--- config.mk ---
export PLATFORM = sky130hd
export DESIGN_NAME = pli_ctrl
export DESIGN_NICKNAME = d
export VERILOG_FILES = /design/src/rtl/assert_macros.svh /design/src/rtl/pli_pkg.sv /design/src/rtl/pli_ctrl.sv
export SDC_FILE = /design/constraint.sdc
export NUM_CORES = 1
export LEC_CHECK = 0
export BUFFER_PORTS_ARGS = -buffer_cell sky130_fd_sc_hd__buf_2
export CORE_ASPECT_RATIO = 0.8
export CORE_UTILIZATION = 26
export CTS_BUF_LIST = sky130_fd_sc_hd__clkbuf_8
export DETAILED_ROUTE_END_ITERATION = 8
export PLACE_DENSITY = 0.58
export SLEW_MARGIN = 20
export SYNTH_ARGS = -nofsm -noshare
export SYNTH_HDL_FRONTEND = slang
export SYNTH_SLANG_ARGS = --single-unit
--- constraint.sdc ---
create_clock -name clk -period 1.9 [get_ports clk]
set_clock_uncertainty 0.2 [all_clocks]
set_input_delay 0.57 -clock clk [delete_from_list [all_inputs] [get_ports clk]]
set_output_delay 0.57 -clock clk [all_outputs]
set_load 0.005 [all_outputs]
--- src/rtl/assert_macros.svh ---
// Assertion helpers used by the RTL. Empty when synthesizing.
`ifndef ASSERT_MACROS_SVH
`define ASSERT_MACROS_SVH

`ifndef SYNTHESIS

`define ASSERT_CLK(lbl, clk, rst, prop) \
  lbl: assert property (@(posedge clk) disable iff (rst) prop) \
    else $error("assertion failed");

`define ASSERT_NEVER(lbl, clk, rst, cond) \
  lbl: assert property (@(posedge clk) disable iff (rst) !(cond)) \
    else $error("forbidden condition seen");

`else

`define ASSERT_CLK(lbl, clk, rst, prop)

`define ASSERT_NEVER(lbl, clk, rst, cond)

`endif

`endif

--- src/rtl/pli_pkg.sv ---
package pli_pkg;

  localparam int CAPACITY_DEF   = 256;
  localparam int WORD_WIDTH_DEF = 32;

  localparam logic [1:0] ST_DONE    = 2'd0;
  localparam logic [1:0] ST_ILLEGAL = 2'd1;
  localparam logic [1:0] ST_FULL    = 2'd2;

  typedef struct packed {
    logic               mode;
    logic [8:0]         position;
    logic signed [31:0] value;
  } in_word_t;

  typedef struct packed {
    logic [1:0]         status;
    logic signed [31:0] removed_value;
    logic [8:0]         list_length;
  } out_word_t;

  typedef struct packed {
    logic       load;
    logic       init_up;
    logic       init_dn;
    logic       step_up;
    logic       step_dn;
    logic       put;
    logic       report;
    logic [1:0] code;
  } pli_cmd_t;

  typedef struct packed {
    logic is_del;
    logic ins_ok;
    logic full;
    logic del_ok;
    logic up_more;
    logic dn_more;
  } pli_stat_t;

endpackage

--- src/rtl/pli_ctrl.sv ---
module pli_ctrl (
  input  logic                clk,
  input  logic                rst,
  input  logic                start,
  input  pli_pkg::pli_stat_t  stat,
  output pli_pkg::pli_cmd_t   cmd,
  output logic                busy
);
  import pli_pkg::*;

  typedef enum logic [5:0] {
    S_IDLE  = 6'b000001,
    S_CHECK = 6'b000010,
    S_UP    = 6'b000100,
    S_PUT   = 6'b001000,
    S_DOWN  = 6'b010000,
    S_FIN   = 6'b100000
  } state_t;

  state_t state, state_next;

  always_ff @(posedge clk) begin
    if (rst) begin
      state <= S_IDLE;
    end else begin
      state <= state_next;
    end
  end

  assign busy = (state != S_IDLE);

  always_comb begin
    state_next = state;
    cmd        = '0;
    cmd.code   = ST_DONE;
    unique case (state)
      S_IDLE: begin
        if (start) begin
          cmd.load   = 1'b1;
          state_next = S_CHECK;
        end
      end
      S_CHECK: begin
        if (!stat.is_del) begin
          if (!stat.ins_ok) begin
            cmd.report = 1'b1;
            cmd.code   = ST_ILLEGAL;
            state_next = S_IDLE;
          end else if (stat.full) begin
            cmd.report = 1'b1;
            cmd.code   = ST_FULL;
            state_next = S_IDLE;
          end else begin
            cmd.init_up = 1'b1;
            state_next  = S_UP;
          end
        end else begin
          if (!stat.del_ok) begin
            cmd.report = 1'b1;
            cmd.code   = ST_ILLEGAL;
            state_next = S_IDLE;
          end else begin
            cmd.init_dn = 1'b1;
            state_next  = S_DOWN;
          end
        end
      end
      S_UP: begin
        if (stat.up_more) begin
          cmd.step_up = 1'b1;
        end else begin
          state_next = S_PUT;
        end
      end
      S_PUT: begin
        cmd.put    = 1'b1;
        state_next = S_FIN;
      end
      S_DOWN: begin
        if (stat.dn_more) begin
          cmd.step_dn = 1'b1;
        end else begin
          state_next = S_FIN;
        end
      end
      S_FIN: begin
        cmd.report = 1'b1;
        cmd.code   = ST_DONE;
        state_next = S_IDLE;
      end
      default: begin
        state_next = S_IDLE;
      end
    endcase
  end

endmodule

==> results.sh <==
export IMPL_outcome="complete, but fails checks"
export IMPL_violations="setup timing"
export IMPL_slew_headroom_pct=75.5
export IMPL_syn_nets=67
export IMPL_setup_viol=10
export IMPL_drtAntennaViolNets=0
export IMPL_hp_class="in2reg"
export IMPL_gp_congestion=0.807
export IMPL_rsz0062_at_grt="yes"
export IMPL_ys_top_cells_by_area="dfxtp_1 (26%), nor4_1 (5.5%), inv_1 (5.0%)"
export IMPL_syn_area_um2=454
export IMPL_via_count=575
export IMPL_start_util_pct=27.9
export IMPL_ctsHoldBuffers=0
export IMPL_path_class="reg2out"
export IMPL_utilization_pct=51.5
export IMPL_antenna_cells=0
export IMPL_yosys_warnings=0
export IMPL_path_cells="or4_4, or2_4, nor2_2, buf_2"
export IMPL_fmax_ghz=0.444
export IMPL_biggestRegsByFlops="state: 6 flops"
export IMPL_largest_register="state"
export IMPL_area_growth_pct=84.3
export IMPL_die_area_um2=1920
export IMPL_cap_violations=0
export IMPL_synth_cells=58
export IMPL_finalHoldViolCount=0
export IMPL_dr_pass1_iters=4
export IMPL_synth_compound_area_share_pct=16.3
export IMPL_remaining_drc_errors=0
export IMPL_drt_iter0_drc=12
export IMPL_cp_end_kind="output pin"
export IMPL_path_max_fanout=3
export IMPL_yosys_area_share_adder_pct=0
export IMPL_postCtsSetupBuffers=0
export IMPL_fp_dieW_um=48.7
export IMPL_grtUsageTotal_pct=16.9
export IMPL_final_cells=117
export IMPL_synth_xor_area_share_pct=1.93
export IMPL_dieHeight_um=39.4
export IMPL_wl_um=1440
export IMPL_grt_max_degree=9
export IMPL_setup_slack_ns=-0.354
export IMPL_grt_pass1_wl_um=2360
export IMPL_first_global_vias=526
export IMPL_nets=106
export IMPL_critPathTopFamily="simple AND/OR/NAND/NOR gates"
export IMPL_num_rows=13
export IMPL_cts_path_max_buffers=2
export IMPL_power_uw=573
export IMPL_synth_top_area_share_pct=26.4
export IMPL_yosysSeqAreaShare_pct=26.4
export IMPL_synth_cell_types=34
export IMPL_post_dp_hpwl_um=1100
export IMPL_htree_levels=1
export IMPL_slowest_stage="or4_4"
export IMPL_synth_area_leader_cell="dfxtp_1"
export IMPL_drv_slew=0
export IMPL_async_reset_ff_share_pct=0
export IMPL_cts_num_sinks=6
export IMPL_max_stage_delay_ns=0.54
export IMPL_cts_tree="yes"
export IMPL_fin_crit_ns=2.25
export IMPL_antenna_found_initial=0
export IMPL_p_leak_nw=0.397
export IMPL_tns_ns=-2.04
export IMPL_synth_top_family_by_area="simple AND/OR/NAND/NOR gates"
export IMPL_worst_pin_slew_ns=0.358
export IMPL_place_inst=114
export IMPL_drive_above_1_share_pct=65.3
export IMPL_power_density_nw_per_um2=685
export IMPL_cts_buffers=3
export IMPL_peakVddDrop_uv=340
export IMPL_path_buf_inv=1
export IMPL_worstPathArrival_ns=1.48
export IMPL_root_buffer="clkbuf_8"
export IMPL_synth_edff_count=0
export IMPL_cp_start_kind="flop"
export IMPL_overflow=0
export IMPL_portBuffers=18
export IMPL_avgRoutedWirePerCell_um=12.3
export IMPL_finalCritPeriodShare_pct=119
export IMPL_viasPerCell=4.91
export IMPL_clkLatencyLatePin_ns=0.22
export IMPL_ioPinCount=19
export IMPL_largest_register_ffs=6
export IMPL_final_cell_mix="buf_2 (17), buf_4 (14), inv_1 (5), buf_6 (5)"
export IMPL_dpl_instance_area_um2=693
export IMPL_fill_cells=169
export IMPL_cp_data_required_time_ns=1.13
export IMPL_synth_simple_area_share_pct=46.3
export IMPL_mostFrequentLayoutCell="buf_2"
export IMPL_ys_flop_type="dfxtp_1"
export IMPL_avgSynthCellArea_um2=7.83
export IMPL_ys_ff_latch=6
export IMPL_clk_pin_slew_ns=0.03
export IMPL_fp_coreArea_um2=1630
export IMPL_muxShareOfSynthArea_pct=0
export IMPL_fin_area_um2=837
[layout make-up]
| class | instances | area [um2] | share of cell area [%] |
|---|---|---|---|
| repair buffers | 36 | 246 | 29.4 |
| clock buffers | 3 | 41.3 | 4.93 |
| multi-input cells | 44 | 369 | 44.1 |
| flip-flops and latches | 6 | 130 | 15.5 |
| inverters | 6 | 22.5 | 2.69 |
| well taps | 22 | 27.5 | 3.29 |
[worst paths after layout]
| kind | from | endpoint | slack, ns | cells past startpoint |
|---|---|---|---|---|
| worst max-delay path | state[5] | cmd[8] | -0.35 | 4 |
| worst min-delay path | stat[1] | state[3] | 0.36 | 2 |
| worst max register to register | state[4] | state[5] | 0.22 | 5 |
| worst min register to register | state[1] | state[5] | 0.45 | 3 |
[through the flow]
step / setup slack (ns) / hold slack [ns]
global route: -0.406 / 0.378
finish: -0.354 / 0.364
detailed placement: -0.200 / 0.425
CTS: -0.366 / 0.321
floorplan: -0.0781 / 0.331
global placement: -0.142 / 0.415
[power breakdown]
group          switching, mW  total [mW]  internal (mW)  leakage (nW)
sequential            0.0158       0.154          0.138        0.0506
clock                 0.0512       0.187          0.136        0.0216
combinational         0.0932       0.233          0.139         0.325
total                  0.160       0.573          0.413         0.397
[layer usage]
metal,global-route usage [%],wire length [um]
met1,20.3,674
met2,30.2,682
met3,5.81,80
met4,2.21,0
met5,0,0
[cells by family (layout without fill, tap and decap cells)]
family / Yosys count / in the layout
AOI/OAI and AO/OA: 10 / 10
xor gates and xnor gates: 1 / 1
buffers and inverters: 8 / 45
DFF: 6 / 6
and+or+nand+nor: 33 / 33
[synthesized netlist by cell type (2+ instances only)]
cell type  instances
nand4_1            2
nand2b_1           2
inv_1              6
nand2_1            3
nand3_1            2
nor4_1             4
nor2b_1            3
nor2_1             4
dfxtp_1            6
a21oi_1            2
[what timing repair did]
item                       CTS  global route
pin swaps                    3             2
gates resized for setup     10            14
setup endpoints to repair   10            10
(Power assumes the default switching activity.)
